[src/rtl/bba_pkg.sv]
// bba_pkg: shared constants, word types and sequencer states of the bitmap block allocator
// no dependencies
`default_nettype none

package bba_pkg;

  // defaults for the top-level parameters
  localparam int NUM_BLOCKS_DEF = 1024;
  localparam int WORD_BITS_DEF  = 32;

  // fixed field widths
  localparam int NUM_W    = 10;
  localparam int STATUS_W = 2;

  // fixed-point shift used for the reciprocal divide of a block number by the word size
  localparam int RECIP_SH = 16;

  typedef enum logic [STATUS_W-1:0] {
    ST_OK       = 2'd0,
    ST_FULL     = 2'd1,
    ST_RANGE    = 2'd2,
    ST_NOT_USED = 2'd3
  } status_e;

  typedef enum logic {
    KIND_ALLOC = 1'b0,
    KIND_FREE  = 1'b1
  } kind_e;

  typedef struct packed {
    logic             kind;
    logic [NUM_W-1:0] block_number;
  } in_word_t;

  typedef struct packed {
    logic [STATUS_W-1:0] status;
    logic [NUM_W-1:0]    granted_block;
  } out_word_t;

  typedef enum logic [2:0] {
    S_CLEAR,
    S_IDLE,
    S_ALOC_SCAN,
    S_FREE_DIV,
    S_FREE_RD,
    S_FREE_CHK,
    S_DONE
  } seq_state_e;

endpackage

`default_nettype wire

[src/rtl/bba_bitmap_mem.sv]
// bba_bitmap_mem: usage bitmap storage, one write port and one registered read port
// depends on bba_pkg
`default_nettype none

module bba_bitmap_mem
  import bba_pkg::*;
#(
  parameter int NumBlocks  = NUM_BLOCKS_DEF,
  parameter int WordBits   = WORD_BITS_DEF,
  localparam int NumWords  = (NumBlocks + WordBits - 1) / WordBits,
  localparam int WaW       = (NumWords > 1) ? $clog2(NumWords) : 1
) (
  input  wire logic                clk_i,
  input  wire logic                we_i,
  input  wire logic [WaW-1:0]      waddr_i,
  input  wire logic [WordBits-1:0] wdata_i,
  input  wire logic [WaW-1:0]      raddr_i,
  output logic      [WordBits-1:0] rdata_o
);

  logic [WordBits-1:0] mem_q [NumWords];
  logic [WordBits-1:0] rdata_q;

  always_ff @(posedge clk_i) begin
    if (we_i) begin
      mem_q[waddr_i] <= wdata_i;
    end
    rdata_q <= mem_q[raddr_i];
  end

  assign rdata_o = rdata_q;

endmodule

`default_nettype wire

[src/rtl/bba_word_scan.sv]
// bba_word_scan: scan unit, finds the lowest clear bit of one bitmap word
// depends on bba_pkg
`default_nettype none

module bba_word_scan
  import bba_pkg::*;
#(
  parameter int NumBlocks = NUM_BLOCKS_DEF,
  parameter int WordBits  = WORD_BITS_DEF,
  localparam int BitW     = $clog2(WordBits)
) (
  input  wire logic [WordBits-1:0] word_i,
  input  wire logic                is_last_i,
  output logic                     found_o,
  output logic      [BitW-1:0]     idx_o,
  output logic      [WordBits-1:0] word_set_o
);

  localparam int NumWords  = (NumBlocks + WordBits - 1) / WordBits;
  localparam int LastValid = NumBlocks - (NumWords - 1) * WordBits;

  logic [WordBits-1:0] pad;
  logic [WordBits-1:0] eff;

  // bits past the last block in the final word count as used
  always_comb begin
    for (int j = 0; j < WordBits; j++) begin
      pad[j] = is_last_i && (j >= LastValid);
    end
  end

  assign eff     = word_i | pad;
  assign found_o = ~&eff;

  always_comb begin
    idx_o = '0;
    for (int j = WordBits - 1; j >= 0; j--) begin
      if (!eff[j]) begin
        idx_o = BitW'(j);
      end
    end
  end

  always_comb begin
    word_set_o        = word_i;
    word_set_o[idx_o] = 1'b1;
  end

endmodule

`default_nettype wire

[src/rtl/bba_seq.sv]
// bba_seq: request sequencer, clearing pass, word scan, free check and output register
// depends on bba_pkg; drives bba_bitmap_mem and uses bba_word_scan results
`default_nettype none

module bba_seq
  import bba_pkg::*;
#(
  parameter int NumBlocks = NUM_BLOCKS_DEF,
  parameter int WordBits  = WORD_BITS_DEF,
  localparam int NumWords = (NumBlocks + WordBits - 1) / WordBits,
  localparam int WaW      = (NumWords > 1) ? $clog2(NumWords) : 1,
  localparam int BitW     = $clog2(WordBits)
) (
  input  wire logic                clk_i,
  input  wire logic                rst_ni,
  input  wire logic                in_valid_i,
  output logic                     in_stall_o,
  input  wire in_word_t            in_word_i,
  output logic                     out_valid_o,
  input  wire logic                out_stall_i,
  output out_word_t                out_word_o,
  output logic                     we_o,
  output logic      [WaW-1:0]      waddr_o,
  output logic      [WordBits-1:0] wdata_o,
  output logic      [WaW-1:0]      raddr_o,
  input  wire logic [WordBits-1:0] rdata_i,
  output logic                     is_last_o,
  input  wire logic                found_i,
  input  wire logic [BitW-1:0]     idx_i,
  input  wire logic [WordBits-1:0] word_set_i
);

  localparam int Recip    = (1 << RECIP_SH) / WordBits;

  localparam logic [WaW-1:0] LastWord = WaW'(NumWords - 1);

  seq_state_e state_q, state_d;
  logic [WaW-1:0]      ptr_q, ptr_d;
  logic                out_valid_q, out_valid_d;

  logic [NUM_W-1:0]    num_q, num_d;
  logic [NUM_W-1:0]    q0_q, q0_d;
  logic [BitW-1:0]     bit_q, bit_d;
  status_e             res_status_q, res_status_d;
  logic [NUM_W-1:0]    res_grant_q, res_grant_d;
  out_word_t           out_q, out_d;

  logic                in_fire;
  logic                out_free;
  logic [31:0]         div_prod;
  logic [31:0]         div_quot;
  logic [31:0]         back_prod;
  logic [NUM_W:0]      rem;
  logic [NUM_W:0]      rem_adj;
  logic [NUM_W-1:0]    widx;
  logic [31:0]         blk;
  logic                bad_num;

  assign in_stall_o  = (state_q != S_IDLE);
  assign in_fire     = in_valid_i && !in_stall_o;
  assign out_free    = !out_valid_q || !out_stall_i;
  assign out_valid_o = out_valid_q;
  assign out_word_o  = out_q;
  assign is_last_o   = (ptr_q == LastWord);

  // block number to word and bit: reciprocal multiply, then one correction step
  assign div_prod  = 32'(num_q) * 32'(Recip);
  assign div_quot  = div_prod >> RECIP_SH;
  assign back_prod = 32'(q0_q) * 32'(WordBits);
  assign rem       = {1'b0, num_q} - {1'b0, back_prod[NUM_W-1:0]};
  assign rem_adj   = rem - (NUM_W+1)'(WordBits);

  always_comb begin
    if (rem >= (NUM_W+1)'(WordBits)) begin
      widx  = q0_q + NUM_W'(1);
      bit_d = rem_adj[BitW-1:0];
    end else begin
      widx  = q0_q;
      bit_d = rem[BitW-1:0];
    end
  end

  assign blk     = 32'(ptr_q) * 32'(WordBits) + 32'(idx_i);
  assign bad_num = (in_word_i.block_number == '0) ||
                   (32'(in_word_i.block_number) >= 32'(NumBlocks));

  always_comb begin
    state_d      = state_q;
    ptr_d        = ptr_q;
    num_d        = num_q;
    q0_d         = q0_q;
    res_status_d = res_status_q;
    res_grant_d  = res_grant_q;
    out_d        = out_q;
    out_valid_d  = out_valid_q && out_stall_i;
    we_o         = 1'b0;
    waddr_o      = ptr_q;
    wdata_o      = '0;
    raddr_o      = ptr_q;

    case (state_q)
      S_CLEAR: begin
        we_o       = 1'b1;
        wdata_o[0] = (ptr_q == '0);
        ptr_d      = ptr_q + WaW'(1);
        if (ptr_q == LastWord) begin
          state_d = S_IDLE;
        end
      end
      S_IDLE: begin
        raddr_o = '0;
        if (in_fire) begin
          if (in_word_i.kind == KIND_FREE) begin
            if (bad_num) begin
              res_status_d = ST_RANGE;
              res_grant_d  = '0;
              state_d      = S_DONE;
            end else begin
              num_d   = in_word_i.block_number;
              state_d = S_FREE_DIV;
            end
          end else begin
            ptr_d   = '0;
            state_d = S_ALOC_SCAN;
          end
        end
      end
      S_ALOC_SCAN: begin
        raddr_o = ptr_q + WaW'(1);
        if (found_i) begin
          we_o         = 1'b1;
          wdata_o      = word_set_i;
          res_status_d = ST_OK;
          res_grant_d  = blk[NUM_W-1:0];
          state_d      = S_DONE;
        end else if (ptr_q == LastWord) begin
          res_status_d = ST_FULL;
          res_grant_d  = '0;
          state_d      = S_DONE;
        end else begin
          ptr_d = ptr_q + WaW'(1);
        end
      end
      S_FREE_DIV: begin
        q0_d    = div_quot[NUM_W-1:0];
        state_d = S_FREE_RD;
      end
      S_FREE_RD: begin
        raddr_o = widx[WaW-1:0];
        ptr_d   = widx[WaW-1:0];
        state_d = S_FREE_CHK;
      end
      S_FREE_CHK: begin
        res_grant_d = '0;
        if (!rdata_i[bit_q]) begin
          res_status_d = ST_NOT_USED;
        end else begin
          we_o           = 1'b1;
          wdata_o        = rdata_i;
          wdata_o[bit_q] = 1'b0;
          res_status_d   = ST_OK;
        end
        state_d = S_DONE;
      end
      S_DONE: begin
        if (out_free) begin
          out_d.status        = res_status_q;
          out_d.granted_block = res_grant_q;
          out_valid_d         = 1'b1;
          state_d             = S_IDLE;
        end
      end
      default: begin
        state_d = S_IDLE;
      end
    endcase
  end

  always_ff @(posedge clk_i or negedge rst_ni) begin
    if (!rst_ni) begin
      state_q     <= S_CLEAR;
      ptr_q       <= '0;
      out_valid_q <= 1'b0;
    end else begin
      state_q     <= state_d;
      ptr_q       <= ptr_d;
      out_valid_q <= out_valid_d;
    end
  end

  always_ff @(posedge clk_i) begin
    num_q        <= num_d;
    q0_q         <= q0_d;
    if (state_q == S_FREE_RD) begin
      bit_q <= bit_d;
    end
    res_status_q <= res_status_d;
    res_grant_q  <= res_grant_d;
    out_q        <= out_d;
  end

endmodule

`default_nettype wire

[src/rtl/bitmap_block_allocator.sv]
// allocate: scans the bitmap words from word 0 up to the first word with a free bit,
// or through every word when full; free: divide, read and check states; a free with a
// bad block number goes straight to the result. throughput: one request at a time; the
// allocate scan reads one bitmap word per cycle through the bitmap read port (32 words by default)
// reset: control clears at once, then a clearing pass writes every bitmap word in turn
// (block 0 used) while in_stall_o stays high
`default_nettype none

module bitmap_block_allocator
  import bba_pkg::*;
#(
  parameter int NumBlocks = NUM_BLOCKS_DEF,
  parameter int WordBits  = WORD_BITS_DEF
) (
  input  wire logic      clk_i,
  input  wire logic      rst_ni,
  input  wire logic      in_valid_i,
  output logic           in_stall_o,
  input  wire in_word_t  in_word_i,
  output logic           out_valid_o,
  input  wire logic      out_stall_i,
  output out_word_t      out_word_o
);

  // bitmap geometry: block n lives in bit n mod WordBits of word n / WordBits
  localparam int NumWords = (NumBlocks + WordBits - 1) / WordBits;
  localparam int WaW      = (NumWords > 1) ? $clog2(NumWords) : 1;
  localparam int BitW     = $clog2(WordBits);

  // bitmap memory port
  logic                we;
  logic [WaW-1:0]      waddr;
  logic [WordBits-1:0] wdata;
  logic [WaW-1:0]      raddr;
  logic [WordBits-1:0] rdata;

  // scan unit
  logic                is_last;
  logic                found;
  logic [BitW-1:0]     idx;
  logic [WordBits-1:0] word_set;

  // sequencer: clearing pass, allocate scan, free check, and the output register
  // that lets the next request in while a result still waits downstream
  bba_seq #(
    .NumBlocks (NumBlocks),
    .WordBits  (WordBits)
  ) u_seq (
    .clk_i       (clk_i),
    .rst_ni      (rst_ni),
    .in_valid_i  (in_valid_i),
    .in_stall_o  (in_stall_o),
    .in_word_i   (in_word_i),
    .out_valid_o (out_valid_o),
    .out_stall_i (out_stall_i),
    .out_word_o  (out_word_o),
    .we_o        (we),
    .waddr_o     (waddr),
    .wdata_o     (wdata),
    .raddr_o     (raddr),
    .rdata_i     (rdata),
    .is_last_o   (is_last),
    .found_i     (found),
    .idx_i       (idx),
    .word_set_i  (word_set)
  );

  // one word per cycle comes out of the registered read port into the scan unit
  bba_bitmap_mem #(
    .NumBlocks (NumBlocks),
    .WordBits  (WordBits)
  ) u_mem (
    .clk_i   (clk_i),
    .we_i    (we),
    .waddr_i (waddr),
    .wdata_i (wdata),
    .raddr_i (raddr),
    .rdata_o (rdata)
  );

  // lowest clear bit of the word under scan; padding bits of the last word read as used
  bba_word_scan #(
    .NumBlocks (NumBlocks),
    .WordBits  (WordBits)
  ) u_scan (
    .word_i     (rdata),
    .is_last_i  (is_last),
    .found_o    (found),
    .idx_o      (idx),
    .word_set_o (word_set)
  );

endmodule

`default_nettype wire

[config.mk]
export PLATFORM = sky130hd
export DESIGN_NAME = bitmap_block_allocator
export DESIGN_NICKNAME = d
export VERILOG_FILES = /design/src/rtl/bba_pkg.sv /design/src/rtl/bba_bitmap_mem.sv /design/src/rtl/bba_word_scan.sv /design/src/rtl/bba_seq.sv /design/src/rtl/bitmap_block_allocator.sv
export SDC_FILE = /design/constraint.sdc
export NUM_CORES = 2
export LEC_CHECK = 0
export ABC_AREA = 1
export CAP_MARGIN = 0
export CORE_AREA = 8 8 465 239
export DETAILED_ROUTE_END_ITERATION = 6
export DIE_AREA = 0 0 473 247
export DONT_BUFFER_PORTS = 1
export PLACE_DENSITY = 0.65
export REMOVE_ABC_BUFFERS = 1
export SYNTH_ARGS = -nofsm -noshare
export SYNTH_HDL_FRONTEND = slang
export SYNTH_HIERARCHICAL = 1
export SYNTH_SLANG_ARGS = --single-unit
[constraint.sdc]
create_clock -name clk_i -period 3.5 [get_ports clk_i]
set_input_delay 0.7 -clock clk_i [delete_from_list [all_inputs] [get_ports clk_i]]
set_output_delay 0.7 -clock clk_i [all_outputs]
set_load 0.1 [all_outputs]
; After elaboration in Yosys (flattened, before gate mapping)
; Memories as Yosys holds them, arrays and structs flattened. A register that Yosys moved wholly into a read port is not among the register bits.
; Cells that the tools add are included.
[totals]
regBits = 53
mem_bits_rw = 1024
wordCells = 139
n_memories = 1
[op_classes]
n_addsub = 5
magnitude_cmp = 5
eq_ne = 17
mux = 78
bitwise_logic = 4
n_reduce_logical = 19
[memory_table]
columns = memory, depth, width, read_ports, rd_ports_with_merged_regs, wr, line_no
row1 = u_mem.mem_q, 32, 32, 1, 1, 1, bba_bitmap_mem.sv:21  ; logic [WordBits-1:0] mem_q [NumWords];
[op_table]
columns = op, count
row1 = 2-to-1 mux 5 bit, 38
row2 = 2-to-1 mux 32 bit, 2
row3 = case mux 31 bit (2 select lines), 1
row4 = 2-to-1 mux 10 bit, 5
row5 = AND 32 bit, 1
row6 = inverter 32 bit, 1
row7 = bitwise OR 32 bit, 1
row8 = AND reduction 32 bit, 1
row9 = case mux 10 bit (3 select lines), 1
row10 = 2-to-1 mux 3 bit, 7
row11 = case mux 3 bit (7 select lines), 1
row12 = case mux 5 bit (4 select lines), 1
row13 = case mux 5 bit (3 select lines), 1
row14 = "< comparator 5 x 6 -> 1 bit, second input constant", 2
row15 = 2-to-1 mux 2 bit, 6
row16 = "greater-or-equal comparator 11 x 6 -> 1 bit, second input constant", 1
row17 = subtractor 10 x 10 -> 11 bit, 1
row18 = adder 10 x 5 -> 10 bit, 1
row19 = "adder 5 x 1 -> 5 bit, second input constant", 2
row20 = demux 1 bit (select 5 bit), 2
row21 = "greater-or-equal comparator 5 x 1 -> 1 bit, second input constant", 2
row22 = zero test 10 bit, 1
row23 = AND reduction 5 bit, 2
row24 = "equality test 3 bit, second input constant", 3
row25 = 22 further kinds, 44

; Logic depth before layout (Yosys ltp)
[depth]
word_depth = 39
ltp_mapped = 36
mapped_depth_nobuf = 36

; By module
; Netlist, hierarchy kept.
[modules_own_cells]
columns = mod, instances, cells_per_inst, area_per_inst_um2, seq_area_each_um2
row1 = bba_bitmap_mem, 1, 3536, 42405.7, 31390.1
row2 = bba_seq, 1, 478, 3529.6, 1546.5
row3 = bba_word_scan, 1, 185, 829.5, 0.0

; Least setup slack after synthesis
; No wires, ideal clock.
[synth_timing]
kind = reg-to-reg
startpoint = reg u_seq.bit_q[0]
endpoint = mem u_mem/mem_q[31][0] in the netlist's numbering, enable pin
arrival_ns = 3.075
slack_ns = 0.004
path_stages_with_launch = 13
path_buffers = 1
path_cell_list = edfxtp_1 -> nor2_1 -> buf_2 -> nand2_1 -> nand4_1 -> nand2_1 -> nand2_1 -> nor2_1 -> nand2_2 -> nand2_1 -> nand3_1 -> nand3_1 -> nor2_1
[synth_between]
elab_chain_cells = 6
[synth_rtl]
columns = element, line_no
row1 = start: declaration, bba_seq.sv:43  ; logic [BitW-1:0] bit_q, bit_d;
row2 = start signal: assignment, bba_seq.sv:195  ; bit_q <= bit_d;
row3 = binary-select mux 1 bit (select 5 bit), bba_seq.sv:155  ; if (!rdata_i[bit_q]) begin
row4 = 2-to-1 mux 1 bit (implied by the code), bba_seq.sv:155
row5 = 2-to-1 mux 1 bit, bba_seq.sv:155
row6 = case mux 1 bit (3 select lines), bba_seq.sv:101  ; case (state_q)
row7 = named net we, bitmap_block_allocator.sv:31  ; logic we;
row8 = 2-to-1 mux 1 bit, bba_bitmap_mem.sv:25  ; if (we_i) begin
row9 = 2-to-1 mux 1 bit (implied by the code), bba_bitmap_mem.sv:26  ; mem_q[waddr_i] <= wdata_i;
row10 = end: declaration, bba_bitmap_mem.sv:21
; The timed path passes the listed nets, and every way through them passes these cells. The select of a mux whose other input is x is not followed.

; Worst setup path in the final report
[layout_timing]
startpoint = reg u_seq.num_q[5]
endpoint = reg u_mem.rdata_q[21] (netlist: u_mem/rdata_o[21]) (read register of u_mem.mem_q)
[layout_between]
elab_chain_cells = 4
[layout_rtl]
columns = element, line_no
row1 = start: declaration, bba_seq.sv:41  ; logic [NUM_W-1:0] num_q, num_d;
row2 = start signal: assignment, bba_seq.sv:192  ; num_q <= num_d;
row3 = subtractor 10 x 10 -> 11 bit, bba_seq.sv:70  ; assign rem = {1'b0, num_q} - {1'b0, back_prod[NUM_W-1:0]};
row4 = greater-or-equal comparator 11 x 6 -> 1 bit, bba_seq.sv:74  ; if (rem >= (NUM_W+1)'(WordBits)) begin
row5 = 2-to-1 mux 5 bit, bba_seq.sv:74
row6 = case mux 5 bit (3 select lines), bba_seq.sv:101
row7 = named net raddr[1], bitmap_block_allocator.sv:34  ; logic [WaW-1:0] raddr;
row8 = end: declaration, bba_bitmap_mem.sv:22  ; logic [WordBits-1:0] rdata_q;
; The timed path passes the listed nets, and every way through them passes these cells.
; A chain may end at the register's enable or synchronous reset.

==> flow_metrics.env <==
export IMPL_cp_arrival_ps=4250
export IMPL_reg2reg_to="u_mem/rdata_o[21]"
export IMPL_drt_drc_violations_left=0
export IMPL_synth_main_ff_cell="edfxtp_1"
export IMPL_synth_edf_count=1068
export IMPL_reg2regPathDepth=25
export IMPL_antenna_found_initial=6
export IMPL_hp_start="in_word_i[9]"
export IMPL_syn_cell_area_sq_um=46800
export IMPL_routabilityCongestion=0.972
export IMPL_setup_violations=47
export IMPL_postSynthCellCount=4199
export IMPL_n_antenna_cell=0
export IMPL_finalSetupTns_ps=-4190
export IMPL_yosys_area_top_type="edfxtp_1"
export IMPL_fmax_mhz=272
export IMPL_vias_per_cell=5.75
export IMPL_synth_distinct_cells=37
export IMPL_worst_setup_path_end_kind="flip-flop"
export IMPL_timing_final_crit_period_ps=3670
export IMPL_areaGrowthSynthToFinish_pct=23.9
export IMPL_wl_per_cell_um=25.1
export IMPL_slowest_stage="fa_1"
export IMPL_synth_area_leaders="edfxtp_1, nand2_1, nand3_1"
export IMPL_layout_drive_gt1_share=0.217
export IMPL_final_nets=4511
export IMPL_start_util=0.449
export IMPL_met3_usage=0.118
export IMPL_slew_violations=0
export IMPL_h_tree_depth=3
export IMPL_ant_nets=0
export IMPL_clock_path_buffers=3
export IMPL_status="finished, violations left"
export IMPL_crit_buf_inv=8
export IMPL_cap_violations=0
export IMPL_critical_path_required_ps=4080
export IMPL_port_buffers=0
export IMPL_fp_dieH_um=247
export IMPL_hold_path_class="in -> reg"
export IMPL_dr_pass1_iters=6
export IMPL_cts_root_buffer="clkbuf_16"
export IMPL_crit_family="simple AND/OR/NAND/NOR gates"
export IMPL_routed_wirelength_um=150000
export IMPL_tightest_slew_ps=1080
export IMPL_die_x_um=473
export IMPL_path_clk_slew_ps=70
export IMPL_critical_path_max_stage_delay_ps=430
export IMPL_synth_top_area_share=0.686
export IMPL_pre_cts_ws_ps=-407
export IMPL_fp_dieArea_sq_um=117000
export IMPL_yosysWarnings=6
export IMPL_rows=84
export IMPL_r2r_start="u_seq/num_q[5]"
export IMPL_async_reset_ff_frac=0.00812
export IMPL_yosys_register_bits=1109
export IMPL_relSlewSlack=0.275
export IMPL_hold_viol=0
export IMPL_gr_usage_met1=0.363
export IMPL_crit_fanout=18
export IMPL_setup_ws_ps=-171
export IMPL_hold_path_depth=0
export IMPL_failed_checks="setup timing"
export IMPL_synth_avg_cell_area_sq_um=11.1
export IMPL_yosysSeqAreaShare=0.704
export IMPL_cpMostUsedCell="nand2_1"
export IMPL_cts_tree="yes"
export IMPL_final_common_cell="nand2_1"
export IMPL_numClockSinks=1109
export IMPL_clk_insertion_delay_late_ps=710
export IMPL_grt_pass1_wl_um=215000
export IMPL_post_route_period_util=1.05
export IMPL_grt_setup_unrepaired="true"
export IMPL_placed_area_sq_um=51100
export IMPL_grt_max_degree=46
export IMPL_reg2reg_setup_slack_ps=-170
export IMPL_globalRoute_busiestLayer="met1"
export IMPL_num_io_pins=29
export IMPL_hpwl_um=87100
export IMPL_drt_iter0_markers=5279
export IMPL_path_class="reg -> reg"
export IMPL_skew_ps=25.9
export IMPL_design_area_sq_um=57900
export IMPL_first_global_vias=31600
export IMPL_overflow=0
export IMPL_core_area_sq_um=104000
export IMPL_grtUsageTotal=0.247
export IMPL_layout_common_cells="nand2_1, edfxtp_1, nand3_1"
export IMPL_numCtsBuffers=91
export IMPL_gr_usage_met2=0.327
export IMPL_vias=34400
export IMPL_worstHoldEndpoint="u_seq/num_q[9]"
export IMPL_crit_path_start_kind="flip-flop"
## worst register-to-register path, cell delays in order, from the launching register on
cell and delay [ps]:
edfxtp_1 380, inv_1 80, ha_2 170, inv_2 40, fa_1 430, inv_1 70
nand2_1 50, nor2_1 100, nand2_1 70, a21oi_2 100, buf_4 140, nand3_4 70
buf_4 160, nand2_1 70, nand3_2 110, nand3_4 150, buf_12 140, buf_12 230
buf_4 280, nand3_1 100, nand3_1 80, nand2_1 70, nand2_1 110, nand2_4 110
nand2_2 160, nand2_1 80
## layout make-up
| type | count | area (sq um) |
|---|---|---|
| fill | 8568 | 46300 |
| sequential | 1109 | 32900 |
| multi-input combinational | 2745 | 13600 |
| timing repair buffer | 427 | 6020 |
| clock buffer | 124 | 2510 |
| tap | 1419 | 1780 |
| clock inverter | 44 | 531 |
| inverter | 108 | 448 |
| timing repair inverter | 4 | 63.8 |
## sequential cells by signal (all words and copies together), names as in the netlist
name / flops
u_seq/res_grant_q: 10
u_seq/q0_q: 5
u_seq/res_status_q: 2
u_seq/out_valid_o: 1
u_seq/state_q: 3
u_seq/waddr_o: 5
u_seq/bit_q: 5
u_mem/mem_q: 1024
u_mem/rdata_o: 32
u_seq/out_word_o: 12
u_seq/num_q: 10
## worst max-delay path by stage
stage | start | endpoint | slack [ps] | cells after the start
floorplan | u_seq/state_q[2] | u_mem/rdata_o[0] | -25440 | 12
global placement | u_seq/num_q[5] | u_mem/rdata_o[19] | -320 | 26
detailed placement | u_seq/num_q[5] | u_mem/rdata_o[13] | -410 | 26
CTS | u_seq/num_q[5] | u_mem/rdata_o[12] | -160 | 27
global route | u_seq/num_q[5] | u_mem/rdata_o[21] | -340 | 27
finish | u_seq/num_q[5] | u_mem/rdata_o[21] | -170 | 25
## metal layers
metal / routed length, um / vias up
li1: - / 15100
met3: 25800 / 284
met4: 3880 / 0
met5: 0 / -
met2: 58500 / 2356
met1: 62200 / 16600
## logic make-up (layout without fill, tap and decap cells)
logic type,Yosys count,in the layout,synth area share
simple gates,2638,2638,0.236
xor+xnor,5,5,0.000936
buf+inv,345,707,0.0441
other cells,1,1,0.0000802
compound gates,91,91,0.0116
flops,1109,1109,0.704
fa+ha+maj,10,10,0.00284
## synthesized netlist by cell type, types with 2 or more instances
cell type / number
a31oi_1: 2
nand2_4: 2
ha_1: 9
o21bai_1: 4
buf_6: 66
a31o_2: 6
a21oi_1: 33
a21boi_0: 15
edfxtp_1: 1068
buf_1: 18
nand2_1: 1647
dfrtp_1: 9
nor2_1: 108
dfxtp_1: 32
o21ai_0: 25
clkbuf_1: 31
buf_8: 4
nand3_1: 849
buf_2: 89
nand4_1: 13
o211ai_1: 3
nand2_2: 2
buf_4: 29
nor3_1: 13
xor2_1: 5
inv_1: 103
inv_2: 4
## repair_timing
item / CTS / global route
resized for setup: 279 / 303
buffers inserted: 50 / 21
endpoints found under the hold margin: 9 / 0
endpoints found under the setup margin: 32 / 983
pin swaps: 100 / 121
hold buffers: 1 / 0
cloned: 31 / 10
## metrics by stage
step | hold WS [ps] | util | instances
floorplan | 400 | - | 3962
global placement | 405 | 0.490 | 5707
detailed placement | 405 | 0.490 | 5707
CTS | 55.1 | 0.542 | 5957
global route | 71.5 | 0.556 | 5980
finish | 101 | 0.556 | 5980
Power is not shown: default switching activity piles up to over one toggle a cycle in this logic, so the estimate is an artifact.
